**config.mk**
```make
export PLATFORM = sky130hd
export DESIGN_NAME = rational_arithmetic_unit
export DESIGN_NICKNAME = d
export VERILOG_FILES = /design/src/rtl/core/rau_pkg.sv /design/src/rtl/core/rau_divider.sv /design/src/rtl/core/rational_arithmetic_unit.sv
export SDC_FILE = /design/constraint.sdc
export NUM_CORES = 2
export LEC_CHECK = 0
export ABC_CLOCK_PERIOD_IN_PS = 37600
export BUFFER_PORTS_ARGS = -buffer_cell sky130_fd_sc_hd__buf_2
export CORE_UTILIZATION = 51
export CTS_CLUSTER_DIAMETER = 100
export CTS_CLUSTER_SIZE = 12
export DETAILED_ROUTE_END_ITERATION = 8
export HOLD_SLACK_MARGIN = 0.02
export PLACE_DENSITY = 0.67
export SETUP_SLACK_MARGIN = 0.5
export SLEW_MARGIN = 10
export SYNTH_ARGS = -nofsm -noshare
export SYNTH_HDL_FRONTEND = slang
export SYNTH_SLANG_ARGS = --single-unit
```
**constraint.sdc**
```tcl
create_clock -name clk -period 37.6 [get_ports clk]
set_input_delay 3.76 -clock clk [delete_from_list [all_inputs] [get_ports clk]]
set_output_delay 3.76 -clock clk [all_outputs]
set_load 0.01 [all_outputs]
```
**src/rtl/core/rau_pkg.sv**
```systemverilog
// ----------------------------------------------------------------------------
// rau_pkg: shared definitions for the rational arithmetic unit
// Operation and status codes and datapath widths.
// ----------------------------------------------------------------------------
package rau_pkg;

    localparam int VALUE_WIDTH_DEF = 32;
    localparam int MAG_W = 64;

    localparam logic [2:0] OP_ADD = 3'd0;
    localparam logic [2:0] OP_SUB = 3'd1;
    localparam logic [2:0] OP_MUL = 3'd2;
    localparam logic [2:0] OP_DIV = 3'd3;
    localparam logic [2:0] OP_EQ  = 3'd4;

    localparam logic [1:0] ST_OK       = 2'd0;
    localparam logic [1:0] ST_DIVZERO  = 2'd1;
    localparam logic [1:0] ST_OVERFLOW = 2'd2;

endpackage

```
**src/rtl/core/rau_divider.sv**
```systemverilog
// ----------------------------------------------------------------------------
// rau_divider: shared restoring divider
// Unsigned 64-bit quotient and remainder, one quotient bit per cycle.
// ----------------------------------------------------------------------------
module rau_divider
    import rau_pkg::*;
(
    input  logic             clk,
    input  logic             rst_n,
    input  logic             start,
    input  logic [MAG_W-1:0] dividend,
    input  logic [MAG_W-1:0] divisor,
    output logic             done,
    output logic [MAG_W-1:0] quotient,
    output logic [MAG_W-1:0] remainder
);

    localparam int CNT_W = $clog2(MAG_W + 1);

    logic [MAG_W-1:0] quo_reg;
    logic [MAG_W-1:0] rem_reg;
    logic [MAG_W-1:0] dvs_reg;
    logic [CNT_W-1:0] cnt_reg;
    logic             run_reg;
    logic             done_reg;
    logic [MAG_W:0]   trial;
    logic [MAG_W:0]   shifted;

    assign shifted = {rem_reg, quo_reg[MAG_W-1]};
    assign trial   = shifted - {1'b0, dvs_reg};

    always_ff @(posedge clk or negedge rst_n)
    begin
        if (!rst_n)
        begin
            run_reg  <= 1'b0;
            done_reg <= 1'b0;
            cnt_reg  <= '0;
        end
        else
        begin
            done_reg <= 1'b0;
            if (start)
            begin
                run_reg <= 1'b1;
                cnt_reg <= CNT_W'(MAG_W);
            end
            else if (run_reg)
            begin
                cnt_reg <= cnt_reg - 1'b1;
                if (cnt_reg == CNT_W'(1))
                begin
                    run_reg  <= 1'b0;
                    done_reg <= 1'b1;
                end
            end
        end
    end

    always_ff @(posedge clk)
    begin
        if (start)
        begin
            quo_reg <= dividend;
            rem_reg <= '0;
            dvs_reg <= divisor;
        end
        else if (run_reg)
        begin
            if (!trial[MAG_W])
            begin
                rem_reg <= trial[MAG_W-1:0];
                quo_reg <= {quo_reg[MAG_W-2:0], 1'b1};
            end
            else
            begin
                rem_reg <= shifted[MAG_W-1:0];
                quo_reg <= {quo_reg[MAG_W-2:0], 1'b0};
            end
        end
    end

    assign done      = done_reg;
    assign quotient  = quo_reg;
    assign remainder = rem_reg;

endmodule

```
**src/rtl/core/rational_arithmetic_unit.sv**
```systemverilog
// Sequence: compare and reserved codes end at S_M0; add and subtract use S_M1 too,
// multiply and divide skip it; unless the denominator is zero, Euclid gcd and reduction follow.
// Throughput: one transaction at a time; busy holds until the result strobe.
// The multiplier is shared by states S_M0, S_M1 and S_M2; all division uses one divider.
// Reset: asynchronous, active low; clears the sequencer and the strobe.
// The receiver cannot stall; each result is shown for exactly one cycle.
// ----------------------------------------------------------------------------
// rational_arithmetic_unit: reduced fraction add, subtract, multiply, divide, compare
// Cross products, sign fix, Euclid gcd and reduction under a small sequencer.
// ----------------------------------------------------------------------------
module rational_arithmetic_unit
    import rau_pkg::*;
#(
    parameter int VALUE_WIDTH = VALUE_WIDTH_DEF
)
(
    input  logic                          clk,
    input  logic                          rst_n,
    input  logic                          start,
    output logic                          busy,
    input  logic [2:0]                    operation,
    input  logic signed [VALUE_WIDTH-1:0] a_num,
    input  logic [VALUE_WIDTH-2:0]        a_den,
    input  logic signed [VALUE_WIDTH-1:0] b_num,
    input  logic [VALUE_WIDTH-2:0]        b_den,
    output logic                          strobe,
    output logic signed [VALUE_WIDTH-1:0] res_num,
    output logic [VALUE_WIDTH-2:0]        res_den,
    output logic                          equal,
    output logic [1:0]                    status
);

    localparam logic [3:0] S_IDLE  = 4'd0;
    localparam logic [3:0] S_M0    = 4'd1;
    localparam logic [3:0] S_M1    = 4'd2;
    localparam logic [3:0] S_M2    = 4'd3;
    localparam logic [3:0] S_M3    = 4'd4;
    localparam logic [3:0] S_PREP  = 4'd5;
    localparam logic [3:0] S_GCD   = 4'd6;
    localparam logic [3:0] S_GWAIT = 4'd7;
    localparam logic [3:0] S_DN    = 4'd8;
    localparam logic [3:0] S_DNW   = 4'd9;
    localparam logic [3:0] S_DD    = 4'd10;
    localparam logic [3:0] S_DDW   = 4'd11;
    localparam logic [3:0] S_CHK   = 4'd12;

    localparam logic [MAG_W-1:0] LIM = MAG_W'(1) << (VALUE_WIDTH - 1);

    logic [3:0]                    state_reg;
    logic [2:0]                    op_reg;
    logic signed [VALUE_WIDTH-1:0] an_reg, bn_reg;
    logic [VALUE_WIDTH-2:0]        ad_reg, bd_reg;
    logic signed [MAG_W-1:0]       p_reg;
    logic signed [MAG_W-1:0]       n_reg;
    logic signed [MAG_W-1:0]       d_reg;
    logic [MAG_W-1:0]              x_reg, y_reg;
    logic [MAG_W-1:0]              nm_reg, dm_reg;
    logic                          neg_reg;
    logic                          strobe_reg;
    logic signed [VALUE_WIDTH-1:0] rn_reg;
    logic [VALUE_WIDTH-2:0]        rd_reg;
    logic                          eq_reg;
    logic [1:0]                    st_reg;

    logic signed [VALUE_WIDTH:0]     mul_a, mul_b;
    logic signed [2*VALUE_WIDTH+1:0] mul_full;
    logic signed [MAG_W-1:0]         mul_p;
    logic                            div_start;
    logic                            div_done;
    logic [MAG_W-1:0]                div_n, div_d, div_q, div_r;

    function automatic logic signed [VALUE_WIDTH:0] b_num_ext(
        input logic signed [VALUE_WIDTH-1:0] v);
        b_num_ext = {v[VALUE_WIDTH-1], v};
    endfunction

    function automatic logic [VALUE_WIDTH-1:0] bd_ext(input logic [VALUE_WIDTH-2:0] v);
        bd_ext = {1'b0, v};
    endfunction

    always_comb
    begin
        mul_a = '0;
        mul_b = '0;
        case (state_reg)
            S_M0:
            begin
                mul_a = b_num_ext(an_reg);
                mul_b = (op_reg == OP_MUL) ? {b_num_ext(bn_reg)} : {1'b0, bd_ext(bd_reg)};
            end
            S_M1:
            begin
                mul_a = b_num_ext(bn_reg);
                mul_b = {1'b0, bd_ext(ad_reg)};
            end
            S_M2:
            begin
                mul_a = {1'b0, bd_ext(ad_reg)};
                mul_b = (op_reg == OP_DIV) ? b_num_ext(bn_reg) : {1'b0, bd_ext(bd_reg)};
            end
            default:
            begin
                mul_a = '0;
                mul_b = '0;
            end
        endcase
    end

    assign mul_full = mul_a * mul_b;
    assign mul_p    = MAG_W'(mul_full);

    rau_divider u_div (
        .clk       (clk),
        .rst_n     (rst_n),
        .start     (div_start),
        .dividend  (div_n),
        .divisor   (div_d),
        .done      (div_done),
        .quotient  (div_q),
        .remainder (div_r)
    );

    always_comb
    begin
        div_start = (state_reg == S_GCD && y_reg != '0) || state_reg == S_DN
                    || state_reg == S_DD;
        div_n = (state_reg == S_DD) ? dm_reg : ((state_reg == S_DN) ? nm_reg : x_reg);
        div_d = (state_reg == S_GCD) ? y_reg : x_reg;
    end

    always_ff @(posedge clk or negedge rst_n)
    begin
        if (!rst_n)
        begin
            state_reg  <= S_IDLE;
            strobe_reg <= 1'b0;
        end
        else
        begin
            strobe_reg <= 1'b0;
            case (state_reg)
                S_IDLE:
                    if (start)
                        state_reg <= S_M0;
                S_M0:
                begin
                    if (op_reg == OP_EQ || op_reg > OP_DIV)
                    begin
                        state_reg  <= S_IDLE;
                        strobe_reg <= 1'b1;
                    end
                    else if (op_reg == OP_MUL || op_reg == OP_DIV)
                        state_reg <= S_M2;
                    else
                        state_reg <= S_M1;
                end
                S_M1:    state_reg <= S_M2;
                S_M2:    state_reg <= S_M3;
                S_M3:
                begin
                    if (d_reg == '0)
                    begin
                        state_reg  <= S_IDLE;
                        strobe_reg <= 1'b1;
                    end
                    else
                        state_reg <= S_PREP;
                end
                S_PREP:  state_reg <= S_GCD;
                S_GCD:   state_reg <= (y_reg == '0) ? S_DN : S_GWAIT;
                S_GWAIT: if (div_done) state_reg <= S_GCD;
                S_DN:    state_reg <= S_DNW;
                S_DNW:   if (div_done) state_reg <= S_DD;
                S_DD:    state_reg <= S_DDW;
                S_DDW:   if (div_done) state_reg <= S_CHK;
                S_CHK:
                begin
                    state_reg  <= S_IDLE;
                    strobe_reg <= 1'b1;
                end
                default: state_reg <= S_IDLE;
            endcase
        end
    end

    always_ff @(posedge clk)
    begin
        case (state_reg)
            S_IDLE:
                if (start)
                begin
                    op_reg <= operation;
                    an_reg <= a_num;
                    ad_reg <= a_den;
                    bn_reg <= b_num;
                    bd_reg <= b_den;
                end
            S_M0:
            begin
                p_reg  <= mul_p;
                n_reg  <= mul_p;
                rn_reg <= '0;
                rd_reg <= '0;
                st_reg <= ST_OK;
                eq_reg <= (op_reg == OP_EQ) && (an_reg == bn_reg) && (ad_reg == bd_reg);
            end
            S_M1:
                n_reg <= (op_reg == OP_SUB) ? p_reg - mul_p : p_reg + mul_p;
            S_M2:
                d_reg <= mul_p;
            S_M3:
                if (d_reg == '0)
                    st_reg <= ST_DIVZERO;
            S_PREP:
            begin
                nm_reg  <= n_reg[MAG_W-1] ? -n_reg : n_reg;
                dm_reg  <= d_reg[MAG_W-1] ? -d_reg : d_reg;
                x_reg   <= n_reg[MAG_W-1] ? -n_reg : n_reg;
                y_reg   <= d_reg[MAG_W-1] ? -d_reg : d_reg;
                neg_reg <= (n_reg != '0) && (n_reg[MAG_W-1] != d_reg[MAG_W-1]);
            end
            S_GWAIT:
                if (div_done)
                begin
                    x_reg <= y_reg;
                    y_reg <= div_r;
                end
            S_DNW:
                if (div_done)
                    nm_reg <= div_q;
            S_DDW:
                if (div_done)
                    dm_reg <= div_q;
            S_CHK:
                if (dm_reg > LIM - 1'b1 || (neg_reg ? nm_reg > LIM : nm_reg > LIM - 1'b1))
                    st_reg <= ST_OVERFLOW;
                else
                begin
                    rn_reg <= VALUE_WIDTH'(neg_reg ? -nm_reg : nm_reg);
                    rd_reg <= dm_reg[VALUE_WIDTH-2:0];
                end
            default:
            begin
            end
        endcase
    end

    assign busy    = (state_reg != S_IDLE);
    assign strobe  = strobe_reg;
    assign res_num = rn_reg;
    assign res_den = rd_reg;
    assign equal   = eq_reg;
    assign status  = st_reg;

`ifndef SYNTHESIS
    a_start_busy: assert property (@(posedge clk) disable iff (!rst_n)
        (start && !busy) |=> busy)
        else $error("busy not raised after accepted transaction");
    a_strobe_idle: assert property (@(posedge clk) disable iff (!rst_n)
        strobe |-> !busy)
        else $error("result strobe while busy");
    a_err_zero: assert property (@(posedge clk) disable iff (!rst_n)
        (strobe && status != ST_OK) |-> (res_num == '0 && res_den == '0 && !equal))
        else $error("non-zero payload with error status");
`endif

endmodule
```
# == Word-level counts from Yosys, hierarchy flattened ==
# Index checks and enable logic that the tools add are counted.
# classes
n_mul,1
n_eq_ne,27
n_reduce_logical,29
add_sub_neg,7
n_lt_le_gt_ge,4
n_mux,51
# op_table
operator,count
$mux 64,12
$pmux 64 s2,5
$pmux 33 s3,2
$gt 64x31->1 const B,2
$logic_not 64->1,2
$neg 64->64,2
$reduce_bool 64->1,2
$mux 33,2
$sub 65x64->65,1
$add 64x64->64,1
$gt 64x32->1 const B,1
$mul 33x33->64,1
$mux 32,2
$pmux 32 s2,1
$sub 64x64->64,1
$pmux 31 s2,1
$pmux 4 s12,1
$eq 32x32->1,1
$neg 32->32,1
$eq 31x31->1,1
$mux 31,1
$eq 4x4->1 const B,5
$mux 4,5
$eq 4x3->1 const B,4
other kinds (26),62
# totals
output_inout_bits,68
ff_bits,850
input_bits,132
elab_cells,144

# == Depth between registers and ports, before layout ==
# logic_depth
word_depth,7
mapped_depth,54

# == Modules after synthesis ==
# A second synthesis with hierarchy kept.
# unflattened
cells_unflattened,8860
area_unflattened_um2,84964.0
# modules_own_cells
module,seq_area_each_um2,area_per_inst_um2,cells_each,instances
rational_arithmetic_unit,19463.7,73325.3,7674,1
rau_divider,5350.1,11638.7,1186,1

# == Least setup slack after synthesis ==
# OpenSTA, ideal clock, no wires.
# synth_path
path_kind,register to register
from,reg state_reg[2]
to,reg n_reg[63] (data pin)
t_arrival_ps,14415
required_time_ps,37337
synth_period_minus_slack_ps,14678
stages_incl_launch_ff,52
slack_ps,22922
path_cell_list,dfrtp_1 nor2_1 nand3_1 inv_1 clkbuf_1 clkbuf_1 nand2_1 nand2_1 clkbuf_1 clkbuf_1 nand2_1 fa_1 inv_1 fa_1 inv_1 fa_1 fa_1 inv_1 [16 not listed] nor3_4 nand2_1 o21ai_1 xor2_1 ha_1 a21o_1 a21oi_1 nor2_1 o41ai_1 and3_1 and4_1 or4_1 and4_1 or4_1 o211ai_1 nand4_1 mux2i_1 nor3_1
# synth_via
elab_chain_len,6
# synth_rtl
element,line_no,source
"start, declared",rational_arithmetic_unit.sv:49,logic [3:0] state_reg;
"start signal, assigned",rational_arithmetic_unit.sv:170,S_GCD: state_reg <= (y_reg == '0) ? S_DN : S_GWAIT;
$eq 4x2->1 / $eq 4x1->1 (equally long branches),rational_arithmetic_unit.sv:85,case (state_reg)
$pmux 33 s3,rational_arithmetic_unit.sv:85,
$mul 33x33->64 *,rational_arithmetic_unit.sv:109,assign mul_full = mul_a * mul_b;
net mul_full[34],rational_arithmetic_unit.sv:66,logic signed [2*VALUE_WIDTH+1:0] mul_full;
$add 64x64->64 / $sub 64x64->64 (equally long branches),rational_arithmetic_unit.sv:208,n_reg <= (op_reg == OP_SUB) ? p_reg - mul_p : p_reg + mul_p;
$mux 64 *,rational_arithmetic_unit.sv:208,
$pmux 64 s2 *,rational_arithmetic_unit.sv:188,case (state_reg)
"end signal, assigned",rational_arithmetic_unit.sv:201,n_reg <= mul_p;
"end signal, assigned",rational_arithmetic_unit.sv:208,
"end, declared",rational_arithmetic_unit.sv:54,logic signed [MAG_W-1:0] n_reg;
# Mark *: on every way through the listed nets, which the timed path passes. The rest lies on a longest branch.
# A chain may end at the register's enable or synchronous reset.

# == Final worst setup path ==
# layout_path
from,reg state_reg[1]
to,reg n_reg[63] (data pin)
# The elaborated chain is that of the path after synthesis.

==> impl_metrics.tcl <==
set metrics [dict create \
    yosys_most_used_dff "sky130_fd_sc_hd__edfxtp_1" \
    combined_global_route_utilization_of_all_metal_layers_pct 34.0 \
    post_drt_wl_per_cell_um 25.6 \
    chipHeight_um 408 \
    worst-slew-pin-transition_ns 1.36 \
    syn-cell-area_um2 84100 \
    final_min_period_over_clock_period_pct 42.5 \
    syn-instance-count 8758 \
    cts_hold_buffers_added 0 \
    clock-skew-final_ns 0.0827 \
    max-slew-margin-rel_pct 9.10 \
    number_of_fillers_in_the_final_layout 14500 \
    top_level_ports 200 \
    num_vias 65900 \
    drtIter0Drc 6980 \
    num-nets-final 10400 \
    remaining_antenna_violation_count 0 \
    antenna_found_initial 6 \
    postCtsResizedCells 0 \
    crit_type "reg -> reg" \
    seq_area_frac_synth_pct 29.5 \
    postPlaceCellArea_um2 87800 \
    placeableCoreArea_um2 163000 \
    yosys.area.top_type_share_pct 27.6 \
    clock-root-buffer "sky130_fd_sc_hd__clkbuf_16" \
    row_count 148 \
    critical_path_peak_fanout 35 \
    max_capacitance_violation_count 0 \
    hold_class "reg -> reg" \
    synth_top_cell_by_area "sky130_fd_sc_hd__edfxtp_1" \
    outcome "finished clean" \
    synth_common_cells "sky130_fd_sc_hd__inv_1, sky130_fd_sc_hd__fa_1, sky130_fd_sc_hd__nor2_1" \
    pwr_density_cell_nw_per_um2 20.3 \
    ys_ff_latch 850 \
    post_drt_via_cell_ratio 6.00 \
    irDropWorstVdd_mv 0.0374 \
    final-max-slew-violation-count 0 \
    r2r_start "state_reg[1]" \
    async_reset_ff_share_pct 1.65 \
    post-synth-top-count-cell "sky130_fd_sc_hd__inv_1" \
    remaining_drc_errors 0 \
    routed_wirelength_um 282000 \
    synthesis.yosys.warnings 0 \
    fp.dieW_um 408 \
    grt_first_pass_wirelength_um 422000 \
    portBuffers 199 \
    grt_setup_unrepaired "no" \
    syn2layout_area_growth_pct 7.37 \
    number_of_global_route_vias_before_repair 67300 \
    clock-sinks 850 \
    nets_in_the_synthesized_netlist 10300 \
    power.leakage_nw 36.9 \
    timing_hold_violations_final 0 \
    synth_area_leaders "sky130_fd_sc_hd__edfxtp_1, sky130_fd_sc_hd__fa_1, sky130_fd_sc_hd__inv_1" \
    post_route_cells_drive_above_1_share_pct 7.46 \
    die-area_um2 167000 \
    finalHoldWorstSlack_ns 0.508 \
    worstHoldStart "u_div.remainder[57]" \
    hpwlAfterDp_um 217000 \
    pin_count_of_the_biggest_net_entering_global_routing 122 \
    finalSetupViolations 0 \
    design_area_um2 90300 \
    critical_path.startpoint "state_reg[1]" \
    crit_path_end_kind "flop" \
    cts_tree "yes" \
    critical-path-top-cell-by-count "sky130_fd_sc_hd__fa_1" \
    crit_required_ns 38.08 \
    routability_cong 0.992 \
    cell_with_the_largest_stage_delay_on_the_worst_path "sky130_fd_sc_hd__and2_1" \
    clkTransAtPathRegs_ns 0.07 \
    clockBufferDepth 3 \
    yosys.cell_types.count 97 \
    period_needed_ns 15.96 \
    setup_tns_ns 0 \
    htree_levels 3 \
    globalRouteOverflowTotal 0 \
    numCtsBuffers 84 \
    post_cts_repair_timing_setup_buffer_count 0 \
    worst_skew_pair.late_latency_ns 0.77 \
    start_util_pct 51.5 \
    power.total_mw 1.84 \
    startpoint_type "flop" \
    slowest_delay_ns 1.08 \
    detail_route.first_pass.iterations 8 \
    syn-mean-instance-area_um2 9.61 \
    synth_edf_count 772 \
    max_freq_mhz 62.6 \
    worst-endpoint-arrival_ns 16.45 \
]
[cells by family (layout without fill, tap and decap cells)]
kind of cell	count (synthesis)	after routing	synth area share [%]
other	0	5	0
AND/OR/NAND/NOR	2601	2601	13.5
flip-flops	850	850	29.5
buffers and inverters	1682	1736	7.51
adder cells (fa/ha/maj)	1452	1452	31.5
XOR/XNOR	453	453	4.72
multiplexers	207	207	2.56
AO/OA/AOI/OAI	1513	1513	10.7
[power by group]
part / switching (mW) / internal (mW) / total [mW]
logic: 0.00279 / 0.00470 / 0.00752
clock network: 0.390 / 0.422 / 0.812
registers: 0 / 1.02 / 1.02
[per-stage QoR]
| step | setup slack [ns] | utilization, % | cells |
|---|---|---|---|
| final | 21.64 | 55.3 | 11000 |
| after floorplan | 22.92 | - | 8758 |
| after detailed placement | 21.96 | 53.8 | 10900 |
| after CTS | 21.87 | 55.3 | 11000 |
| after global routing | 20.92 | 55.3 | 11000 |
| after global placement | 21.40 | 53.8 | 10900 |
[layer usage]
layer / vias up / share of wire, % / GRT usage, %
met4: 4 / 7.0 / 20.1
li1: 28700 / - / -
met2: 3435 / 46 / 54.8
met1: 32900 / 38 / 43.0
met3: 851 / 8.7 / 5.86
met5: - / 0.010 / 0
[layout make-up]
| class | count | area, µm² | area share [%] |
|---|---|---|---|
| clock buffers | 119 | 2250 | 2.50 |
| well taps | 2175 | 2720 | 3.01 |
| inverters | 1250 | 4700 | 5.20 |
| repair buffers | 354 | 2180 | 2.42 |
| diodes | 5 | 12.5 | 0.0138 |
| clock inverters | 13 | 225 | 0.249 |
| multi-input cells | 6226 | 53400 | 59.1 |
| flip-flops and latches | 850 | 24800 | 27.5 |
[final timing paths]
path / endpoint / slack (ns) / depth (start not counted)
max in group asynchronous: u_div.run_reg / 34.32 / 1
min reg2reg: u_div.remainder[57] / 0.51 / 2
min: u_div.remainder[57] / 0.51 / 2
min in group asynchronous: strobe / 2.95 / 1
max reg2reg: n_reg[63] / 21.64 / 47
max: n_reg[63] / 21.64 / 47
[layout by cell type (no fill, tap or decap), types with 65 or more instances in the layout]
master                      synthesis  layout
sky130_fd_sc_hd__a21oi_1          635     627
sky130_fd_sc_hd__edfxtp_1         772     772
sky130_fd_sc_hd__buf_4              0     152
sky130_fd_sc_hd__fa_1            1107    1107
sky130_fd_sc_hd__buf_2              7     199
sky130_fd_sc_hd__o21ai_0          332     332
sky130_fd_sc_hd__xnor2_1          220     213
sky130_fd_sc_hd__nand2_1          963     959
sky130_fd_sc_hd__xor2_1           233     232
sky130_fd_sc_hd__ha_1             345     345
sky130_fd_sc_hd__o31ai_1           75      75
sky130_fd_sc_hd__inv_1           1247    1245
sky130_fd_sc_hd__and2_1            84      85
sky130_fd_sc_hd__nor2_1          1040    1038
sky130_fd_sc_hd__clkbuf_16          0      85
sky130_fd_sc_hd__mux2_2            65      65
sky130_fd_sc_hd__mux2i_1          142     142
sky130_fd_sc_hd__a21o_1            94      94
[critical path: cells and delay by family (launching register included)]
kind / cells / cell delay, ns
adders and majority gates: 10 / 4.75
and+or+nand+nor: 17 / 5.06
muxes: 1 / 0.21
DFF: 1 / 0.80
AOI/OAI and AO/OA: 9 / 3.21
xor gates and xnor gates: 2 / 0.49
buffers and inverters: 8 / 1.09
No activity file was read; power rests on OpenSTA's default activity.
